--- src/rtl/uvsph_pkg.sv ---
// UV-sphere vertex generator: shared types, constants and helper functions.
// No dependencies; the cells, the top level and the testbench import this package.
package uvsph_pkg;

    localparam int MAX_SECTORS_DEF = 256;
    localparam int MAX_STACKS_DEF  = 256;
    localparam int ANGLE_BITS_DEF  = 16;

    localparam int CNT_W    = 9;    // count registers and grid indices
    localparam int RADIUS_W = 16;
    localparam int CFG_W    = 16;
    localparam int CFG_IDX_W = 2;

    typedef enum logic [CFG_IDX_W-1:0] {
        CFG_RADIUS  = 2'd0,
        CFG_SECTORS = 2'd1,
        CFG_STACKS  = 2'd2
    } cfg_reg_t;

    localparam logic [30:0] Q30_ONE    = 31'h4000_0000;
    localparam logic [34:0] TWO_PI_Q32 = 35'd26986075409;
    localparam int          DIV_SHIFT  = 34;

    // Horner divisors; a zero sine divisor marks the final multiply by x
    localparam int HORNER_STEPS = 4;
    localparam int SIN_DIV [HORNER_STEPS] = '{42, 20, 6, 0};
    localparam int COS_DIV [HORNER_STEPS] = '{56, 30, 12, 2};

    typedef struct packed {
        logic [29:0] x;
        logic [29:0] x2;
        logic [30:0] ts;
        logic [30:0] tc;
    } lane_t;

    typedef struct packed {
        logic [16:0] tex_u;
        logic [16:0] tex_v;
        logic [16:0] upper;
        logic [16:0] lower;
        logic        qv;
        logic        vv;
        logic [1:0]  quad_se;
        logic [1:0]  quad_st;
        logic        fold_se;
        logic        fold_st;
    } meta_t;

    // floor(p / d) by reciprocal multiply and one correction step
    function automatic logic [29:0] div_const(input logic [29:0] p, input logic [33:0] m,
                                              input logic [5:0] d);
        logic [63:0] prod;
        logic [29:0] q;
        logic [29:0] r;
        prod = {34'd0, p} * {30'd0, m};
        q    = prod[63:34];
        r    = p - 30'(q * {24'd0, d});
        if (r >= {24'd0, d})
            q = q + 30'd1;
        return q;
    endfunction

endpackage

--- src/rtl/uvsph_div_cell.sv ---
// One restoring-division cell: a quotient bit for each of two lanes per request.
// Depends on uvsph_pkg.
module uvsph_div_cell
    import uvsph_pkg::*;
#(
    parameter int NW = 25
)
(
    input  logic                        clk,
    input  logic                        rst_n,
    input  logic                        valid_in,
    input  logic [1:0][CNT_W+NW-1:0]    acc_in,
    input  logic [CNT_W-1:0]            i_in,
    input  logic [CNT_W-1:0]            j_in,
    input  logic [1:0][CNT_W-1:0]       divisor,
    input  logic                        down_en,
    output logic                        up_en,
    output logic                        valid_out,
    output logic [1:0][CNT_W+NW-1:0]    acc_out,
    output logic [CNT_W-1:0]            i_out,
    output logic [CNT_W-1:0]            j_out
);

    localparam int AW = CNT_W + NW;

    logic                 valid_reg;
    logic [1:0][AW-1:0]   acc_reg;
    logic [1:0][AW-1:0]   acc_next;
    logic [CNT_W-1:0]     i_reg;
    logic [CNT_W-1:0]     j_reg;

    assign up_en = !valid_reg || down_en;

    // {rem, numerator} shifts left; quotient bits fill in from the bottom
    always_comb
    begin
        for (int k = 0; k < 2; k++)
        begin
            logic [CNT_W:0] t;
            logic           ge;
            t  = {acc_in[k][AW-1:NW], acc_in[k][NW-1]};
            ge = t >= {1'b0, divisor[k]};
            if (ge)
                t = t - {1'b0, divisor[k]};
            acc_next[k] = {t[CNT_W-1:0], acc_in[k][NW-2:0], ge};
        end
    end

    always_ff @(posedge clk or negedge rst_n)
    begin
        if (!rst_n)
            valid_reg <= 1'b0;
        else if (up_en)
            valid_reg <= valid_in;
    end

    always_ff @(posedge clk)
    begin
        if (up_en)
        begin
            acc_reg <= acc_next;
            i_reg   <= i_in;
            j_reg   <= j_in;
        end
    end

    assign valid_out = valid_reg;
    assign acc_out   = acc_reg;
    assign i_out     = i_reg;
    assign j_out     = j_reg;

endmodule

--- config.mk ---
export PLATFORM = sky130hd
export DESIGN_NAME = uvsph_div_cell
export DESIGN_NICKNAME = d
export VERILOG_FILES = /design/src/rtl/uvsph_pkg.sv /design/src/rtl/uvsph_div_cell.sv
export SDC_FILE = /design/constraint.sdc
export NUM_CORES = 1
export LEC_CHECK = 0
export CORE_MARGIN = 2
export CORE_UTILIZATION = 30
export DETAILED_ROUTE_END_ITERATION = 10
export DONT_BUFFER_PORTS = 1
export GPL_TIMING_DRIVEN = 0
export HOLD_SLACK_MARGIN = 0.1
export MAX_ROUTING_LAYER = met4
export PLACE_DENSITY = 0.56
export SETUP_SLACK_MARGIN = 0.5
export SYNTH_ARGS = -nofsm -noshare
export SYNTH_HDL_FRONTEND = slang
export SYNTH_SLANG_ARGS = --single-unit
--- constraint.sdc ---
create_clock -name clk -period 7 [get_ports clk]
set_input_delay 2.1 -clock clk [delete_from_list [all_inputs] [get_ports clk]]
set_output_delay 2.1 -clock clk [all_outputs]
set_load 0.1 [all_outputs]
# Yosys cells after proc, flatten, opt, wreduce, memory -nomap -nowiden
# Index checks and enable logic that the tools add are counted.
# totals
register_bits,87
latchBits,0
mem_bits_rw,0
mem_bits_ro,0
input_bits,108
output_inout_bits,88
word_cells,13
memories,0
# classes
addsub,2
mul,0
div_mod_pow,0
n_lt_le_gt_ge,2
eq_ne,0
shifts,0
mux,2
bitwise,0
reduce_logical,2
# op_table
cell,n
10-bit by 9-bit >= comparator with 1-bit output,2
9-bit two-way mux,2
9-bit subtractor,2
1-bit logical NOT,1
1-bit logical OR,1

# Depth between registers and ports, before layout
# Gate-level depths: netlist (run 1).
# logic_depth
depth_word,2
depth_mapped,10

# Worst setup path after synthesis (run 1)
# OpenSTA, ideal clock, no wires.
# synth_timing
path_type,input-to-output
from,input port down_en
to,output port up_en
arrival_time_ps,4908
required_time_ps,4900
path_slack_ps,-8
stages,1
path_buffers,0
cell_sequence,nand2b_1
# synth_via
elab_chain_cells,1
# synth_lines
item,line,text
"start, declared",uvsph_div_cell.sv:16,"input logic down_en,"
1-bit logical OR,uvsph_div_cell.sv:32,assign up_en = !valid_reg || down_en;
"end, declared",uvsph_div_cell.sv:17,"output logic up_en,"
# No other way between the ends.

# Worst setup path after layout (run 1)
# Same ends and word-level chain as after synthesis.

==> results_dict.tcl, run 1 <==
set metrics [dict create \
    endpoint_kind "output pin" \
    synth.most_common_cell "edfxtp_1" \
    synthFlopType "edfxtp_1" \
    grt_pass1_wl_mm 11.11 \
    synth_cell_types 40 \
    die_area_um2 13130 \
    drive_above_1_share 0.1446 \
    synth_top_area_frac 0.7042 \
    fp.coreArea_um2 11960 \
    finalSetupTns_ns 0 \
    cts_resized 0 \
    p_leak_nw 1.586 \
    clock_tree.buffer_depth 2 \
    async_flop_share 0.01149 \
    dr.first_iter.drc_count 122 \
    power_density_nw_per_um2 386.3 \
    synth_edf_count 86 \
    port_buffers 0 \
    synthCells 232 \
    area_growth_pct 14.98 \
    ctsHoldBuffers 0 \
    peakVddDrop_v 0.0001176 \
    r2r_slack_ns 4.74 \
    die_w_um 114.6 \
    fin_crit_ns 4.691 \
    pin_count 196 \
    final_area_um2 4217 \
    drc 0 \
    synth_area_um2 3667 \
    crit_required_ns 4.90 \
    overflow 0 \
    dr.max_layer_used "met4" \
    gp_congestion 0.7877 \
    hold_path.class "in -> async" \
    slew_viol_final 0 \
    cts_sinks 87 \
    status "complete, no violations" \
    reg2reg_to "acc_out[54]$_DFFE_PP_" \
    clk_latency_ns 0.33 \
    cp-start-kind "input port" \
    postSynthAreaPerCell_um2 15.81 \
    cts_made_buffers 9 \
    dr_wl_met2_mm 3.906 \
    r2r-start "valid_out$_DFFE_PN0P_" \
    nNetsFinal 372 \
    worst_slew_pin_slew_ns 0.9841 \
    yosysWarnings 0 \
    path_delay_family "simple AND/OR/NAND/NOR gates" \
    vias 1980 \
    ys_seq_area_frac 0.7110 \
    clkSlewWorstSetupHoldPaths_ns 0.07 \
    synth_common_cells "edfxtp_1 (86), inv_1 (24), ha_1 (18)" \
    grt_pass1_vias 1873 \
    clock.fmax_mhz 213.2 \
    critPathKind "in -> out" \
    max_stage_delay_ns 0.47 \
    synthTopCellsByArea "edfxtp_1 (70%), ha_1 (6.1%), inv_1 (2.5%), mux2_2 (2.5%), xnor2_1 (1.7%)" \
    finalClockSkew_ns 0.006956 \
    cp_cell_sequence "nand2b_4" \
    setup_violations 0 \
    dpl.hpwl_mm 5.998 \
    m1WireLength_mm 2.879 \
    critPathMaxFanout 19 \
    worst-r2r-cell-count 2 \
    track_usage 0.1200 \
    crit_path_top_delay_cell "nand2b_4" \
    synth.net_count 360 \
    maxCapViolCount 0 \
    ant_nets 0 \
    ys_seq_elements 87 \
    grt_max_degree 71 \
    wire_per_inst_um 19.38 \
    fp.dieH_um 114.6 \
    grt_setup_unrepaired "no" \
    p_total_w 0.001629 \
    cts-htree-levels 3 \
    antenna_found_initial 0 \
    cts_setup_buffers 0 \
    placementRows 40 \
    arrival_ns 2.59 \
    viasPerCell 5.000 \
    cts_root_buf "clkbuf_16" \
    start_util 0.3066 \
    period_share 0.6701 \
    first_pass_iters 4 \
    cts_tree "built" \
    placed_area_um2 3886 \
    met3_length_um 731 \
    antennaDiodeCount 0 \
    max-slew-margin-rel 0.3453 \
    post-route-util 0.3525 \
    synth.largest_area_cell "edfxtp_1" \
    hold_viol 0 \
    cp.buffers_inverters 0 \
    routed_wl_mm 7.674 \
]
==> area by class of cell <==
| cell class | instances | area [µm²] |
|---|---|---|
| tap | 147 | 183.9 |
| fill | 1113 | 7745 |
| inverter | 25 | 93.84 |
| buffer | 1 | 7.507 |
| clock buffer | 9 | 225.2 |
| timing repair buffer | 1 | 27.53 |
| clock inverter | 7 | 105.1 |
| multi-input combinational | 119 | 965.9 |
| sequential | 87 | 2608 |
==> registers in the layout (all words and copies together), names as in the netlist <==
register,cells
acc_out,68
i_out,9
j_out,9
valid_out,1
==> layer usage <==
layer | vias to the layer above | global-route usage
met1 | 959 | 0.1293
li1 | 896 | -
met3 | 9 | 0.04659
met5 | - | -
met4 | 0 | 0.06829
met2 | 116 | 0.1890
==> power breakdown <==
group | internal, W | switching (W) | total, W
clock | 0.000318 | 0.000201 | 0.000519
combinational | 0.0000484 | 0.0000683 | 0.000117
sequential | 0.000636 | 0.000357 | 0.000993
total | 0.00100 | 0.000626 | 0.00163
==> per-stage QoR <==
step	setup slack [ns]	std cells	hold slack, ns
CTS	2.310	396	1.430
global placement	0.8965	379	1.804
finish	2.309	396	1.452
detailed placement	2.313	380	1.617
floorplan	1.296	232	1.804
global route	2.293	396	1.423
==> layout by cell type (no fill, tap or decap), drive strengths merged, types with 4 or more instances in the layout <==
cell / n
o31ai: 4
a21oi: 12
nand2b: 6
inv: 27
nor2: 9
clkbuf: 9
ha: 18
edfxtp: 86
mux2: 9
xnor2: 7
o21ai: 11
nand2: 12
a211oi: 5
==> cell families after synthesis <==
family | after synthesis | synth area share
simple gates | 33 | 0.04333
buf+inv | 26 | 0.02764
fa+ha+maj | 20 | 0.07233
flops | 87 | 0.7110
compound gates | 46 | 0.09041
xor+xnor | 10 | 0.02388
mux | 10 | 0.03139
==> worst max path at each step <==
stage	cells after the start	to	start	slack [ns]
detailed placement	1	up_en	down_en	2.31
CTS	1	up_en	down_en	2.31
floorplan	1	up_en	down_en	1.30
finish	1	up_en	down_en	2.31
global route	1	up_en	down_en	2.29
global placement	1	up_en	down_en	0.90
No activity file was read; power rests on OpenSTA's default activity.
==> run 2, diff against run 1 <==
--- a/config.mk
+++ b/config.mk
@@ -5,6 +5,7 @@
 export SDC_FILE = /design/constraint.sdc
 export NUM_CORES = 1
 export LEC_CHECK = 0
+export ABC_AREA = 1
 export CORE_MARGIN = 2
 export CORE_UTILIZATION = 30
 export DETAILED_ROUTE_END_ITERATION = 10
==> constraint.sdc (replaced) <==
create_clock -name clk -period 4.85 [get_ports clk]
set_input_delay 1.455 -clock clk [delete_from_list [all_inputs] [get_ports clk]]
set_output_delay 1.455 -clock clk [all_outputs]
set_load 0.1 [all_outputs]
==> run 2 against run 1 <==
Die area is 7.2% higher; non-clock buffer count is 2 higher; synthesized area is 7.5% higher.
==> results_dict.tcl, run 2 <==
set metrics [dict create \
    ys_seq_elements 87 \
    arrival_ns 2.27 \
    register_area_um2 2608 \
    area_growth_pct 13.97 \
    maxCapViolCount 0 \
    port_buffers 0 \
    p_int_w 0.001345 \
    grt_pass1_wl_mm 12.77 \
    placed_area_um2 4192 \
    start_util 0.3098 \
    grt_pass1_vias 2189 \
    synthFlopType "edfxtp_1" \
    clk_latency_ns 0.33 \
    clkPwrFrac 0.293 \
    final_cell_mix "nand2_1 (99), edfxtp_1 (86), inv_1 (55)" \
    cts_setup_buffers 0 \
    synthCells 343 \
    largest_reg_flops 68 \
    period_share 0.7689 \
    vias 2411 \
    drc 0 \
    dp.cells 516 \
    finalClockSkew_ns 0.01078 \
    clkSlewWorstSetupHoldPaths_ns 0.06 \
    layoutNonFillerInstCount 532 \
    wire_per_inst_um 16.14 \
    placementRows 41 \
    max_stage_delay_ns 0.37 \
    critPathKind "in -> out" \
    switching_share 0.4107 \
    crit_path_top_delay_cell "buf_16" \
    peakVddDrop_v 0.0001566 \
    max-slew-margin-rel 0.3576 \
    synth_area_um2 3941 \
    grt_setup_unrepaired "no" \
    cts_tree "built" \
    nNetsFinal 483 \
    fp.dieH_um 118.6 \
    final_area_um2 4492 \
    cp_cell_sequence "inv_1, nand2_4, buf_16" \
    hold_path.class "in -> async" \
    p_switching_w 0.0009378 \
    cts_resized 0 \
    fin_crit_ns 3.729 \
    postSynthAreaPerCell_um2 11.49 \
    hold_viol 0 \
    p_leak_nw 1.966 \
    async_flop_share 0.01149 \
    synth_cell_types 22 \
    ctsHoldBuffers 0 \
    ys_seq_area_frac 0.6616 \
    setup_violations 0 \
    viasPerCell 4.532 \
    antenna_found_initial 0 \
    mostFrequentLayoutCell "nand2_1" \
    crit_required_ns 3.39 \
    clock.fmax_mhz 268.2 \
    die_w_um 118.6 \
    synthTopCellsByArea "edfxtp_1 (66%), nand2_1 (9.5%), ha_1 (5.7%), inv_1 (5.2%), nand3_1 (4.4%)" \
    die_area_um2 14070 \
    clock_tree.buffer_depth 2 \
    seqPwrFrac 0.624 \
    finalSetupTns_ns 0 \
    yosysWarnings 0 \
    synth_top_area_frac 0.6552 \
    comb_power_share 0.083 \
    synth_common_cells "nand2_1 (100), edfxtp_1 (86), inv_1 (55)" \
    gp_congestion 0.8276 \
    fp.coreArea_um2 12720 \
    slew_viol_final 0 \
    track_usage 0.1230 \
    cts_made_buffers 9 \
    critPathMaxFanout 55 \
    grt_max_degree 56 \
    dpl.hpwl_mm 6.801 \
    dr.first_iter.drc_count 165 \
    multi_input_area_um2 1114 \
    ant_nets 0 \
    power_density_nw_per_um2 508.3 \
    first_pass_iters 6 \
    worst_slew_pin_slew_ns 0.9636 \
    fillers 1306 \
    synth.largest_area_cell "edfxtp_1" \
    post-route-util 0.3531 \
    cp-start-kind "input port" \
    cts_root_buf "clkbuf_16" \
    routed_wl_mm 8.586 \
    drive_above_1_share 0.09444 \
    endpoint_kind "output pin" \
    synth.most_common_cell "nand2_1" \
    cts_sinks 87 \
    pin_count 196 \
    cts-htree-levels 3 \
    overflow 0 \
    status "complete, no violations" \
    synth.net_count 471 \
    antennaDiodeCount 0 \
    synth_edf_count 86 \
]
[run 2: changes by cell type after synthesis, sizes merged, moves of 6 or more]
cell / previous run / this run
inv: 25 / 55
mux2: 9 / 0
nand2: 12 / 110
nand2b: 6 / 0
nand3: 1 / 35
o21ai: 11 / 0
xnor2: 7 / 0
[run 2: cell type report]
cell class / instances / share of cell area
flip-flops and latches: 87 / 0.5805
clock inverters: 7 / 0.01671
clock buffers: 9 / 0.05014
inverters: 55 / 0.04596
well taps: 172 / 0.04791
multi-input cells: 198 / 0.2479
repair buffers: 1 / 0.006128
plain buffers: 3 / 0.004735
[run 2: critical path, delay by kind of cell]
kind,cells,cell delay [ns]
buffers and inverters,2,0.41
AND/OR/NAND/NOR,1,0.36
[run 2: logic make-up after synthesis]
| family | Yosys count | synth area share |
|---|---|---|
| AO/OA/AOI/OAI | 10 | 0.01556 |
| XOR/XNOR | 6 | 0.01333 |
| adder cells (fa/ha/maj) | 20 | 0.06730 |
| buffers and inverters | 58 | 0.05778 |
| flip-flops | 87 | 0.6616 |
| AND/OR/NAND/NOR | 162 | 0.1844 |
[run 2: worst paths after layout]
kind / from / endpoint / slack (ns) / cells past startpoint
setup / recovery: down_en / up_en / 1.12 / 3
hold / removal: rst_n / valid_out$_DFFE_PN0P_ / 0.82 / 0
setup reg to reg: valid_out$_DFFE_PN0P_ / acc_out[25]$_DFFE_PP_ / 2.67 / 2
hold reg to reg: valid_out$_DFFE_PN0P_ / valid_out$_DFFE_PN0P_ / 1.51 / 2
max in group asynchronous: rst_n / valid_out$_DFFE_PN0P_ / 3.96 / 0
min in group clk: acc_in[18] / acc_out[19]$_DFFE_PP_ / 1.21 / 0
[run 2: metrics by stage]
| stage | hold slack (ns) | total power [W] | worst slack [ns] |
|---|---|---|---|
| after floorplan | 1.159 | 0.001580 | 0.5220 |
| after global placement | 1.159 | 0.001630 | 0.1370 |
| after detailed placement | 1.159 | 0.001634 | 1.098 |
| after CTS | 0.8034 | 0.002317 | 1.091 |
| after global routing | 0.7953 | 0.002380 | 1.039 |
| final | 0.8200 | 0.002283 | 1.121 |
[run 2: power by group through the flow]
stage	Sequential [W]	Clock, W	Combinational, W
detailed placement	0.00144	0	0.000192
floorplan	0.00143	0	0.000151
global route	0.00143	0.000731	0.000219
CTS	0.00143	0.000697	0.000193
global placement	0.00145	0	0.000185
finish	0.00142	0.000669	0.000190
[run 2: layer usage]
metal  routed length, µm  vias up  GRT usage
met3                 651        7    0.05164
met5                   0        -          -
met2                4146      122     0.1950
met4                 120        0    0.04241
li1                    -     1164          -
met1                3668     1118     0.1400
